$ cat config.mk
export PLATFORM = sky130hd
export DESIGN_NAME = socket_data_report_parser_flat
export DESIGN_NICKNAME = d
export VERILOG_FILES = /design/src/rtl/sdrp_pkg.sv /design/src/rtl/sdrp_if.sv /design/src/rtl/socket_data_report_parser.sv /design/src/flat_wrapper.sv
export SDC_FILE = /design/constraint.sdc
export NUM_CORES = 1
export LEC_CHECK = 0
export BUFFER_PORTS_ARGS = -buffer_cell sky130_fd_sc_hd__clkbuf_2
export CELL_PAD_IN_SITES_DETAIL_PLACEMENT = 1
export CELL_PAD_IN_SITES_GLOBAL_PLACEMENT = 1
export CORE_MARGIN = 2
export CORE_UTILIZATION = 47
export CTS_BUF_LIST = sky130_fd_sc_hd__clkbuf_8 sky130_fd_sc_hd__clkbuf_16
export DETAILED_ROUTE_END_ITERATION = 7
export GPL_ROUTABILITY_DRIVEN = 0
export HOLD_SLACK_MARGIN = 0.06
export PLACE_DENSITY = 0.9
export SLEW_MARGIN = 20
export SYNTH_ARGS = -nofsm -noshare
export SYNTH_HDL_FRONTEND = slang
export SYNTH_SLANG_ARGS = --single-unit
$ cat constraint.sdc
create_clock -name clk -period 3.9 [get_ports clk]
set_clock_uncertainty 0.05 [all_clocks]
set_input_delay 0.195 -clock clk [delete_from_list [all_inputs] [get_ports clk]]
set_output_delay 0.195 -clock clk [all_outputs]
set_load 0.03 [all_outputs]
$ cat src/rtl/sdrp_pkg.sv
// ----------------------------------------------------------------------------
// sdrp_pkg
// Shared types, codes and helpers of the socket data report parser.
// ----------------------------------------------------------------------------
package sdrp_pkg;

	localparam int SOCKET_BITS = 8;
	localparam int COUNT_BITS  = 12;

	localparam logic [SOCKET_BITS-1:0] SOCKET_MAX = '1;
	localparam logic [COUNT_BITS-1:0]  COUNT_MAX  = '1;

	// operation codes of the command channel
	localparam logic [1:0] OP_CHAR    = 2'd0;
	localparam logic [1:0] OP_START   = 2'd1;
	localparam logic [1:0] OP_TIMEOUT = 2'd2;

	localparam logic [7:0] CH_COMMA = 8'h2c;
	localparam logic [7:0] CH_0     = 8'h30;
	localparam logic [7:0] CH_9     = 8'h39;
	localparam logic [7:0] CH_UA    = 8'h41;
	localparam logic [7:0] CH_UF    = 8'h46;
	localparam logic [7:0] CH_LA    = 8'h61;
	localparam logic [7:0] CH_LF    = 8'h66;

	typedef enum logic [2:0] {
		PH_IDLE    = 3'd0,
		PH_SOCKET  = 3'd1,
		PH_SKIP    = 3'd2,
		PH_COUNT   = 3'd3,
		PH_PAYLOAD = 3'd4,
		PH_DONE    = 3'd5
	} phase_t;

	typedef struct packed {
		logic       bad;
		logic [3:0] value;
	} nibble_t;

	function automatic logic is_digit(input logic [7:0] c);
		return (c >= CH_0) && (c <= CH_9);
	endfunction

	// a non-hex character decodes as all ones
	function automatic nibble_t nibble_of(input logic [7:0] c);
		nibble_t n;
		logic [7:0] d;
		n = '{bad: 1'b1, value: 4'hf};
		d = 8'h00;
		if (is_digit(c)) begin
			d = c - CH_0;
			n = '{bad: 1'b0, value: d[3:0]};
		end else if (c >= CH_UA && c <= CH_UF) begin
			d = c - CH_UA + 8'd10;
			n = '{bad: 1'b0, value: d[3:0]};
		end else if (c >= CH_LA && c <= CH_LF) begin
			d = c - CH_LA + 8'd10;
			n = '{bad: 1'b0, value: d[3:0]};
		end
		return n;
	endfunction

endpackage

$ cat src/rtl/sdrp_if.sv
// ----------------------------------------------------------------------------
// sdrp_cmd_if, sdrp_data_if
// Valid/ready channels of the socket data report parser.
// ----------------------------------------------------------------------------
interface sdrp_cmd_if;
	logic       valid;
	logic       ready;
	logic [1:0] operation;
	logic [7:0] rx_char;

	modport source (output valid, output operation, output rx_char, input ready);
	modport sink (input valid, input operation, input rx_char, output ready);
endinterface

interface sdrp_data_if;
	logic       valid;
	logic       ready;
	logic [7:0] socket_id;
	logic [7:0] payload_byte;
	logic       last;
	logic       bad_hex;

	modport source (output valid, output socket_id, output payload_byte, output last,
		output bad_hex, input ready);
	modport sink (input valid, input socket_id, input payload_byte, input last,
		input bad_hex, output ready);
endinterface

$ cat src/rtl/socket_data_report_parser.sv
// ----------------------------------------------------------------------------
// socket_data_report_parser
// Turns the character stream of a socket data report into payload bytes.
// ----------------------------------------------------------------------------
// cmd carries one word per character or event: operation start arms the
// parser, operation char feeds one received character, operation timeout
// drops back to idle. The report body is "<socket>,<addr>,<port>,<count>,"
// followed by hex pairs; each decoded pair leaves on data together with its
// socket number, the last byte of the report flagged, non-hex pairs flagged
// by bad_hex.
// Throughput is one cmd word per cycle while no byte is stalled on data:
// every character is a single update of the parser state (a decimal
// accumulate or one nibble) done in the cycle it is accepted. A byte shows
// on data the cycle after its second hex character is taken.
// The data register holds a byte until it is taken; while it is stalled,
// cmd.ready follows data.ready, so a word is taken in the same cycle the
// held byte leaves. Reset returns the parser to idle and empties the data
// register; characters are ignored until the next start word.
// ----------------------------------------------------------------------------
module socket_data_report_parser (
	input  logic       clk,
	input  logic       arst_n,
	sdrp_cmd_if.sink   cmd,
	sdrp_data_if.source data
);
	import sdrp_pkg::*;

	phase_t                 phase_q, phase_d;
	logic [SOCKET_BITS-1:0] socket_q, socket_d;
	logic [1:0]             commas_q, commas_d;
	logic [COUNT_BITS-1:0]  bytes_q, bytes_d;
	nibble_t                high_q, high_d;
	logic                   second_q, second_d;

	logic                   out_valid_q;
	logic [7:0]             out_socket_q, out_byte_q;
	logic                   out_last_q, out_bad_q;

	logic                   cmd_acc;
	logic                   emit;
	logic                   digit;
	logic [3:0]             digit_val;
	logic [7:0]             digit_diff;
	nibble_t                nib;
	logic [SOCKET_BITS+3:0] socket_mac;
	logic [COUNT_BITS+3:0]  count_mac;
	logic [SOCKET_BITS-1:0] socket_sat;
	logic [COUNT_BITS-1:0]  count_sat;
	logic [7:0]             byte_val;

	assign cmd.ready = !out_valid_q || data.ready;
	assign cmd_acc   = cmd.valid && cmd.ready;

	assign digit      = is_digit(cmd.rx_char);
	assign digit_diff = cmd.rx_char - CH_0;
	assign digit_val  = digit_diff[3:0];
	assign nib        = nibble_of(cmd.rx_char);

	// acc * 10 + digit, saturating
	assign socket_mac = ({4'd0, socket_q} << 3) + ({4'd0, socket_q} << 1)
		+ {{SOCKET_BITS{1'b0}}, digit_val};
	assign count_mac  = ({4'd0, bytes_q} << 3) + ({4'd0, bytes_q} << 1)
		+ {{COUNT_BITS{1'b0}}, digit_val};
	assign socket_sat = (socket_mac > {4'd0, SOCKET_MAX}) ? SOCKET_MAX
		: socket_mac[SOCKET_BITS-1:0];
	assign count_sat  = (count_mac > {4'd0, COUNT_MAX}) ? COUNT_MAX
		: count_mac[COUNT_BITS-1:0];

	// high nibble of a bad character is all ones, so its low four bits suffice
	assign byte_val = {high_q.value, 4'd0} + (nib.bad ? 8'hff : {4'd0, nib.value});

	always_comb begin
		phase_d  = phase_q;
		socket_d = socket_q;
		commas_d = commas_q;
		bytes_d  = bytes_q;
		high_d   = high_q;
		second_d = second_q;
		emit     = 1'b0;
		case (cmd.operation)
			OP_START: begin
				phase_d  = PH_SOCKET;
				socket_d = '0;
				commas_d = 2'd0;
				bytes_d  = '0;
				high_d   = '{bad: 1'b0, value: 4'd0};
				second_d = 1'b0;
			end
			OP_TIMEOUT: begin
				phase_d = PH_IDLE;
			end
			OP_CHAR: begin
				case (phase_q)
					PH_SOCKET: begin
						if (cmd.rx_char == CH_COMMA) begin
							commas_d = 2'd1;
							phase_d  = PH_SKIP;
						end else if (digit) begin
							socket_d = socket_sat;
						end
					end
					PH_SKIP: begin
						if (cmd.rx_char == CH_COMMA) begin
							commas_d = commas_q + 2'd1;
							if (commas_q == 2'd2)
								phase_d = PH_COUNT;
						end
					end
					PH_COUNT: begin
						if (digit) begin
							bytes_d = count_sat;
						end else begin
							second_d = 1'b0;
							phase_d  = (bytes_q == '0) ? PH_DONE : PH_PAYLOAD;
						end
					end
					PH_PAYLOAD: begin
						if (!second_q) begin
							high_d   = nib;
							second_d = 1'b1;
						end else begin
							second_d = 1'b0;
							bytes_d  = bytes_q - {{(COUNT_BITS-1){1'b0}}, 1'b1};
							emit     = 1'b1;
							if (bytes_q == {{(COUNT_BITS-1){1'b0}}, 1'b1})
								phase_d = PH_DONE;
						end
					end
					default: begin
					end
				endcase
			end
			default: begin
			end
		endcase
	end

	always_ff @(posedge clk or negedge arst_n) begin
		if (!arst_n) begin
			phase_q  <= PH_IDLE;
			socket_q <= '0;
			commas_q <= 2'd0;
			bytes_q  <= '0;
			high_q   <= '{bad: 1'b0, value: 4'd0};
			second_q <= 1'b0;
		end else if (cmd_acc) begin
			phase_q  <= phase_d;
			socket_q <= socket_d;
			commas_q <= commas_d;
			bytes_q  <= bytes_d;
			high_q   <= high_d;
			second_q <= second_d;
		end
	end

	always_ff @(posedge clk or negedge arst_n) begin
		if (!arst_n) begin
			out_valid_q <= 1'b0;
		end else if (cmd.ready) begin
			out_valid_q <= cmd_acc && emit;
		end
	end

	always_ff @(posedge clk) begin
		if (cmd_acc && emit) begin
			out_socket_q <= 8'(socket_q);
			out_byte_q   <= byte_val;
			out_last_q   <= (bytes_q == {{(COUNT_BITS-1){1'b0}}, 1'b1});
			out_bad_q    <= high_q.bad || nib.bad;
		end
	end

	assign data.valid        = out_valid_q;
	assign data.socket_id    = out_socket_q;
	assign data.payload_byte = out_byte_q;
	assign data.last         = out_last_q;
	assign data.bad_hex      = out_bad_q;

`ifndef SYNTHESIS
	a_payload_count: assert property (@(posedge clk) disable iff (!arst_n)
		phase_q == PH_PAYLOAD |-> bytes_q != '0)
		else $error("payload phase with zero bytes left");

	a_last_done: assert property (@(posedge clk) disable iff (!arst_n)
		cmd_acc && emit && bytes_q == {{(COUNT_BITS-1){1'b0}}, 1'b1}
		|=> phase_q == PH_DONE && data.valid && data.last)
		else $error("last byte did not close the report");

	a_start_clear: assert property (@(posedge clk) disable iff (!arst_n)
		cmd_acc && cmd.operation == OP_START
		|=> phase_q == PH_SOCKET && socket_q == '0 && bytes_q == '0 && !second_q)
		else $error("start word did not rearm the parser");

	a_no_overwrite: assert property (@(posedge clk) disable iff (!arst_n)
		data.valid && !data.ready |-> !cmd.ready)
		else $error("cmd taken while a byte is stalled");
`endif

endmodule

$ cat src/flat_wrapper.sv
// flat-port wrapper written by rule: the top's interface ports become plain ports
module socket_data_report_parser_flat import sdrp_pkg::*;
  (clk, arst_n, cmd_valid, cmd_operation, cmd_rx_char, cmd_ready, data_valid, data_socket_id, data_payload_byte, data_last, data_bad_hex, data_ready);
  sdrp_cmd_if cmd_i ();
  sdrp_data_if data_i ();
  input  logic clk;
  input  logic arst_n;
  input wire logic [$bits(cmd_i.valid)-1:0] cmd_valid;
  input wire logic [$bits(cmd_i.operation)-1:0] cmd_operation;
  input wire logic [$bits(cmd_i.rx_char)-1:0] cmd_rx_char;
  output wire logic [$bits(cmd_i.ready)-1:0] cmd_ready;
  output wire logic [$bits(data_i.valid)-1:0] data_valid;
  output wire logic [$bits(data_i.socket_id)-1:0] data_socket_id;
  output wire logic [$bits(data_i.payload_byte)-1:0] data_payload_byte;
  output wire logic [$bits(data_i.last)-1:0] data_last;
  output wire logic [$bits(data_i.bad_hex)-1:0] data_bad_hex;
  input wire logic [$bits(data_i.ready)-1:0] data_ready;
  assign cmd_i.valid = cmd_valid;
  assign cmd_i.operation = cmd_operation;
  assign cmd_i.rx_char = cmd_rx_char;
  assign cmd_ready = cmd_i.ready;
  assign data_valid = data_i.valid;
  assign data_socket_id = data_i.socket_id;
  assign data_payload_byte = data_i.payload_byte;
  assign data_last = data_i.last;
  assign data_bad_hex = data_i.bad_hex;
  assign data_i.ready = data_ready;
  socket_data_report_parser u_core (.clk(clk), .arst_n(arst_n), .cmd(cmd_i), .data(data_i));
endmodule
Word-level counts from Yosys, hierarchy flattened
Cells that the tools add are included.

word-level totals
  input port bits = 14
  word-level logic and storage cells = 111
  output and inout port bits = 20
  bits in registers = 50

cells by class
  $lt $le $gt $ge = 8
  reduce and logical (&&, ||, !) cells = 18
  $add $sub $neg = 12
  equality and inequality tests = 24
  multiplexer cells = 37

operator list
  cell                     number
  $pmux W12 S2             2
  $mux W8                  5
  $mux W12                 3
  $mux W5                  5
  $ne A3 B2 Y1 const B     7
  $mux W3                  6
  $add A15 B13 Y16         1
  $add A16 B4 Y16          1
  $ge A8 B7 Y1 const B     2
  $gt A16 B12 Y1 const B   1
  $le A8 B7 Y1 const B     2
  $pmux W8 S2              1
  $reduce_and A5 Y1        3
  $add A11 B9 Y12          1
  $add A12 B4 Y12          1
  $eq A12 B1 Y1 const B    1
  $gt A12 B8 Y1 const B    1
  $logic_not A12 Y1        1
  $pmux W3 S4              1
  $sub A12 B1 Y12 const B  1
  $sub A4 B1 Y4 const B    3
  $pmux W5 S2              1
  $pmux W3 S3              1
  $reduce_and A9 Y1        1
  26 further kinds         47

Logic depth before layout (Yosys ltp)
Gate-level depths: netlist of the first run.

  word-level depth = 8
  mapped depth = 11
  depth with buffers taken out = 11

Worst setup path after synthesis of the first run
Ideal clock, no wire load.

  path kind = register to register
  start = reg u_core.bytes_q[2]
  end = reg u_core.bytes_q[1]
  data required time = 3.728 ns
  library setup time = 0.122 ns
  cell stages (with the launch flop) = 9
  period minus slack after synthesis = 3.121 ns
  data arrival time = 2.949 ns
  slack = 0.779 ns
  path buffers = 0
  cell sequence = dfrtp_1 fa_1 ha_1 a21o_1 a2111oi_4 o31ai_1 or4b_4 a221o_1 a32o_1

between the ends
  longest elaborated chain between the ends = 7

RTL lines
  item                    line                              text
  start, declared         socket_data_report_parser.sv:31   logic [COUNT_BITS-1:0] bytes_q, bytes_d;
  start signal, assigned  socket_data_report_parser.sv:150  bytes_q <= bytes_d;
  $add A15 B13 Y16        socket_data_report_parser.sv:62   assign count_mac = ({4'd0, bytes_q} << 3) + ({4'd0, bytes_q} << 1)
  $add A16 B4 Y16         socket_data_report_parser.sv:63   + {{COUNT_BITS{1'b0}}, digit_val};
  $gt A16 B12 Y1          socket_data_report_parser.sv:66   assign count_sat = (count_mac > {4'd0, COUNT_MAX}) ? COUNT_MAX
  $mux W12                socket_data_report_parser.sv:66
  $mux W12                socket_data_report_parser.sv:110  if (digit) begin
  $pmux W12 S2            socket_data_report_parser.sv:93   case (phase_q)
  $pmux W12 S2            socket_data_report_parser.sv:80   case (cmd.operation)

Every way passes these cells. The select of a mux whose other input is x is not followed.
A chain may end at the register's enable or synchronous reset.

Final worst setup path of the first run
  start = reg u_core.bytes_q[0]
  end = reg u_core.bytes_q[0]

between the ends
  longest elaborated chain between the ends = 7
  elaborated cells between the ends (all ways) = 9
  classes of those cells = add/sub: 3; order compare: 1; mux: 5

RTL lines
  item              line
  $add A15 B13 Y16  socket_data_report_parser.sv:62
  $add A16 B4 Y16   socket_data_report_parser.sv:63
  $gt A16 B12 Y1    socket_data_report_parser.sv:66
  $mux W12          socket_data_report_parser.sv:66
  $mux W12          socket_data_report_parser.sv:110
  $pmux W12 S2 *    socket_data_report_parser.sv:93
  $pmux W12 S2 *    socket_data_report_parser.sv:80

Every way passes the cells marked *; elsewhere a longest branch is shown, timed or not. The select of a mux whose other input is x is not followed.

==> results of run 1 <==
==> what timing repair did <==
item / 4_1_cts / 5_1_grt
hold endpoints to repair: 32 / 0
setup endpoints to repair: 0 / 3
buffers inserted: 0 / 1
hold buffers: 1 / 0
==> stage by stage <==
step	utilization [%]	hold WS, ns	area (sq um)	instances
2_1_floorplan	-	-0.151	3780	379
3_3_place_gp	52.0	0.287	4040	504
3_5_place_dp	52.0	0.292	4040	504
4_1_cts	53.4	0.190	4140	513
5_1_grt	53.4	0.218	4150	514
6_report	53.4	0.185	4150	514
==> layer usage <==
layer	vias to the layer above	routed length, microns	global-route usage, %
met5	-	0	0
met4	0	238	9.30
met1	1623	4360	31.2
li1	1483	-	-
met2	95	5590	46.4
met3	18	371	2.89
==> area by class of cell <==
| cell class | count | area [sq um] |
|---|---|---|
| inverter | 22 | 82.6 |
| sequential | 50 | 1340 |
| multi-input combinational | 294 | 2300 |
| clock buffer | 5 | 68.8 |
| clock inverter | 3 | 23.8 |
| fill | 904 | 3620 |
| timing repair buffer | 38 | 205 |
| tap | 102 | 128 |
==> worst max-delay path, delay by kind of cell (launching register included) <==
family          cells  cell delay, ns
compound gates      5            1.40
flops               1            0.60
fa+ha+maj           2            0.86
simple gates        1            0.61
==> sequential cells by signal, summed over array words and instances (netlist names) <==
register                  count
u_core.data.last              1
u_core.data.socket_id         8
u_core.phase_q                3
u_core.data.valid             1
u_core.high_q                 5
u_core.second_q               1
u_core.socket_q               8
u_core.bytes_q               12
u_core.data.bad_hex           1
u_core.commas_q               2
u_core.data.payload_byte      8
==> worst max path at each step <==
stage                                          end  slack, ns  cells past startpoint                          start
finish               u_core.bytes_q[0]$_DFFE_PN0P_       0.29                      8  u_core.bytes_q[0]$_DFFE_PN0P_
global route         u_core.bytes_q[0]$_DFFE_PN0P_       0.18                      8  u_core.bytes_q[0]$_DFFE_PN0P_
global placement     u_core.bytes_q[1]$_DFFE_PN0P_       0.47                      8  u_core.bytes_q[0]$_DFFE_PN0P_
floorplan            u_core.bytes_q[1]$_DFFE_PN0P_       0.78                      8  u_core.bytes_q[2]$_DFFE_PN0P_
CTS                 u_core.bytes_q[10]$_DFFE_PN0P_       0.28                      8  u_core.bytes_q[0]$_DFFE_PN0P_
detailed placement  u_core.bytes_q[10]$_DFFE_PN0P_       0.32                      8  u_core.bytes_q[0]$_DFFE_PN0P_
==> cell usage in the layout, fill, tap and decap left out, types with 3 or more instances in the layout <==
| master | count |
|---|---|
| nor4b_1 | 3 |
| nor3_1 | 8 |
| nor2_1 | 13 |
| o21ai_0 | 27 |
| a211oi_1 | 3 |
| clkbuf_2 | 33 |
| ha_1 | 49 |
| nand3_1 | 6 |
| nand4_1 | 4 |
| inv_1 | 22 |
| a21o_1 | 9 |
| edfxtp_1 | 18 |
| a21oi_1 | 18 |
| clkbuf_8 | 5 |
| xor2_1 | 13 |
| nand2_1 | 34 |
| dfrtp_1 | 32 |
| o31ai_1 | 3 |
| nor2b_1 | 3 |
| a31oi_1 | 3 |
| or2_2 | 5 |
| fa_1 | 5 |
| a2bb2oi_1 | 8 |
| o21bai_1 | 4 |
| a22o_1 | 4 |
| mux2_2 | 4 |
| a221oi_1 | 10 |
| o211ai_1 | 3 |
| nor4_1 | 3 |
| buf_4 | 4 |
| xnor2_1 | 12 |
| and3_1 | 5 |
==> cells by family (layout without fill, tap and decap cells) <==
kind of cell	Yosys count	count (layout)	share of synthesized area (%)
fa+ha+maj	54	54	18.9
flops	50	50	35.5
xor+xnor	25	25	5.79
compound gates	112	112	21.0
mux	5	5	1.46
buf+inv	35	68	3.64
simple gates	98	98	13.8
==> where the power goes <==
part | switching (mW) | internal [mW]
sequential | 0.0442 | 0.574
clock | 0.196 | 0.129
combinational | 0.160 | 0.131
==> out/metrics.yaml, run 1 <==
cp.required_ns: 4.05
ys_warn_count: 0
clockRootBuffer: "clkbuf_8"
rsz0062_at_grt: "no"
synthMostInstantiatedCell: "ha_1"
die-width_microns: 93.7
core_area_sq_um: 7770
initial_core_util_pct: 48.7
cts_buffers: 5
whs_path_depth: 4
period_share_pct: 92.6
synth_nets: 447
firstDrtPassIters: 4
ys_top_cells_by_count: "ha_1 (49), nand2_1 (34), dfrtp_1 (32), o21ai_0 (27), inv_1 (22)"
worst_pin_slew_ns: 0.913
vias: 3219
antenna_found_initial: 0
seq_area_frac_synth_pct: 35.5
grt_pass1_wl_mm: 17.8
rr_endpoint: "u_core.bytes_q[0]$_DFFE_PN0P_"
synth_enable_flop_cells: 18
drv_slew: 0
ff2ff_path_depth: 8
leakagePower_nw: 2.00
layout_setup_ws_ns: 0.288
synthesis.area_sq_um: 3780
ys_types: 60
clk_pin_slew_worst_paths_ns: 0.10
syn_inst: 379
ctsLongestPathBuffers: 2
synth_flop_cell: "dfrtp_1"
wl_mm: 10.6
cts_tree: "yes"
finalHoldViolations: 0
async_flop_share_pct: 64.0
slowest_delay_ns: 0.61
r2r_start: "u_core.bytes_q[0]$_DFFE_PN0P_"
nets: 479
peakVddDrop_uv: 130
dr.first_iter.drc_count: 217
cts_resized: 0
grt_max_degree: 33
clock_sinks: 50
yosysTopAreaCellShare_pct: 21.2
setup_viol: 0
drc: 0
layout_min_cycle_time_ns: 3.61
hold_path.class: "primary input to register"
worstSkewPairLatency_ns: 0.32
io_pins: 34
drive_above_1_share_pct: 14.6
syn2layout_area_growth_pct: 9.79
critPathLaunchType: "register"
ys_seq_elements: 50
critPathArrivalTime_ns: 3.76
cp-end-kind: "register"
hold_start: "data_ready"
status: "finished clean"
syn_avg_cell_area_sq_um: 9.98
post-dp-hpwl_mm: 7.87
dieArea_sq_um: 8780
worstSetupPathType: "register to register"
grt_pass1_vias: 3527
grt_usage_pct: 25.6
fmax_ghz: 0.277
wl_per_cell_microns: 20.5
fin_tns_setup_ns: 0
ys_top_cells_by_area: "dfrtp_1 (21%), ha_1 (16%), edfxtp_1 (14%)"
slew_headroom_pct: 39.0
drv_cap: 0
std_cell_rows: 32
htreeDepth: 2
p_total_mw: 1.23
synth_top_area_cell: "dfrtp_1"
die_h_microns: 93.7
crit_chain: "fa_1 -> ha_1 -> a21o_1 -> a2111oi_4 -> o31ai_1 -> or4b_4 -> a221o_1 -> a32o_1"
grt_overflow: 0
post-place-ws_ns: 0.315
diodes: 0
ant_nets: 0
viasPerCell: 6.26
portBuffers: 33
hold-path-endpoint: "u_core.data.valid$_DFFE_PN0N_"
powerDensity_nw_per_um2: 297
critPathSlowestCell: "or4b_4"
worstPathMaxFanout: 12
r2r_setup_slack_ns: 0.29
(Power assumes the default switching activity.)
==> run 2, diff against run 1 <==
CTS_BUF_LIST = default   (was sky130_fd_sc_hd__clkbuf_8 sky130_fd_sc_hd__clkbuf_16)
CTS_CLUSTER_DIAMETER = 40   (was default)
PLACE_DENSITY = 0.84   (was 0.9)
==> run 2 against run 1 <==
Effect of this change: die area unchanged; power increased by 3.1%; clock-buffer cell count increased by 1; non-clock buffer count increased by 2; combinational power decreased by 3%; clock power increased by 14%; core utilization increased by 0.42 points; final area increased by 0.78%; final cell count increased by 0.39%; sequential power about the same; critical path depth unchanged; via count decreased by 4.4%.
==> out/metrics.yaml, run 2 (synthesis results as in run 1) <==
finalHoldViolations: 0
wl_per_cell_microns: 19.2
worst_pin_slew_ns: 0.938
period_share_pct: 89.3
firstDrtPassIters: 4
viasPerCell: 5.96
cts_resized: 0
highest_layer: "met4"
critPathLaunchType: "register"
cts-hold-fix-buffers: 1
grt_pass1_wl_mm: 16.6
peakVddDrop_uv: 124
worstPathMaxFanout: 12
cts_setup_buffers: 0
initial_core_util_pct: 48.7
core_area_sq_um: 7770
critPathArrivalTime_ns: 3.65
nets: 481
io_pins: 34
rsz0062_at_grt: "no"
final_cell_mix: "ha_1 (49), nand2_1 (34), clkbuf_2 (33)"
htreeDepth: 2
status: "finished clean"
drc: 0
grt_overflow: 0
die-width_microns: 93.7
die_h_microns: 93.7
clockRootBuffer: "clkbuf_8"
grt_pass1_vias: 3237
post-dp-hpwl_mm: 7.65
leakagePower_nw: 2.02
worstSkewPairLatency_ns: 0.30
diodes: 0
vias: 3077
fin_tns_setup_ns: 0
ant_nets: 0
r2r_start: "u_core.bytes_q[2]$_DFFE_PN0P_"
powerDensity_nw_per_um2: 304
cts_tree: "yes"
ctsLongestPathBuffers: 2
slew_headroom_pct: 37.2
cp.required_ns: 4.07
grt_max_degree: 33
wl_met3_microns: 262
regMostFlops: "u_core.bytes_q"
drv_cap: 0
layout_min_cycle_time_ns: 3.48
drv_slew: 0
drive_above_1_share_pct: 14.7
cp-end-kind: "register"
cts_buffers: 5
dr.first_iter.drc_count: 110
antenna_found_initial: 0
fmax_ghz: 0.287
wl_mm: 9.88
routed-wl-met2_mm: 5.09
portBuffers: 33
layout_commonest_cell: "ha_1"
largest_reg_flops: 12
utilization_pct: 53.9
clk_pin_slew_worst_paths_ns: 0.10
std_cell_rows: 32
met1_length_mm: 4.45
dieArea_sq_um: 8780
whs_ns: 0.187
hold_start: "data_ready"
cp-startpoint: "u_core.bytes_q[2]$_DFFE_PN0P_"
grt_usage_pct: 23.9
worstSetupPathType: "register to register"
setup_viol: 0
syn2layout_area_growth_pct: 10.7
hold_path.class: "primary input to register"
clock_sinks: 50
==> run 2: cell types whose count changed in the layout (fill, tap and decap cells not counted) <==
cell,before,now
buf_4,4,6
bufinv_16,0,1
clkbuf_1,0,1
clkinvlp_4,2,1
inv_6,1,0
==> run 2: worst max-delay path, cell delays in order, from the launching register on <==
cell,delay (ns)
dfrtp_1,0.50
fa_1,0.51
ha_1,0.31
a21o_1,0.21
a2111oi_4,0.37
o31ai_1,0.19
o211ai_1,0.77
a221oi_1,0.27
o21ai_0,0.22
==> run 2: routing by layer <==
layer	GRT usage, %	vias to the layer above
li1	-	1500
met1	31.2	1504
met2	42.9	67
met3	2.41	6
met4	4.83	0
met5	0	-
==> run 2: worst paths after layout <==
path	to	slack, ns	cells past startpoint
worst max-delay path	u_core.bytes_q[10]$_DFFE_PN0P_	0.42	8
worst min-delay path	u_core.data.valid$_DFFE_PN0N_	0.19	4
worst max register to register	u_core.bytes_q[10]$_DFFE_PN0P_	0.42	8
worst min register to register	u_core.high_q[4]$_DFFE_PN0P_	0.46	2
max in group asynchronous	u_core.socket_q[6]$_DFFE_PN0P_	2.79	2
min in group asynchronous	u_core.data.valid$_DFFE_PN0N_	0.47	2
==> run 2: cell type report <==
cell class                      instances  area, sq um
Fill cell                             890         3580
Inverter                               22         82.6
Tap cell                              102          128
Sequential cell                        50         1340
Clock inverter                          2         37.5
Clock buffer                            6         72.6
Timing Repair Buffer                   40          220
Multi-Input combinational cell        294         2300
==> run 2: power breakdown <==
group / internal [mW] / switching, mW / total (mW) / leakage [nW]
Combinational: 0.131 / 0.151 / 0.283 / 1.37
Clock: 0.192 / 0.179 / 0.371 / 0.0514
Sequential: 0.574 / 0.0441 / 0.618 / 0.601
Total: 0.897 / 0.375 / 1.27 / 2.02
==> run 2: metrics by stage <==
step	std cells	cell area (sq um)	power (mW)	setup slack, ns
2_1_floorplan	379	3780	0.823	0.779
3_3_place_gp	507	4060	0.884	0.603
3_5_place_dp	507	4060	0.910	0.442
4_1_cts	516	4180	1.28	0.428
5_1_grt	516	4180	1.34	0.164
6_report	516	4180	1.27	0.416
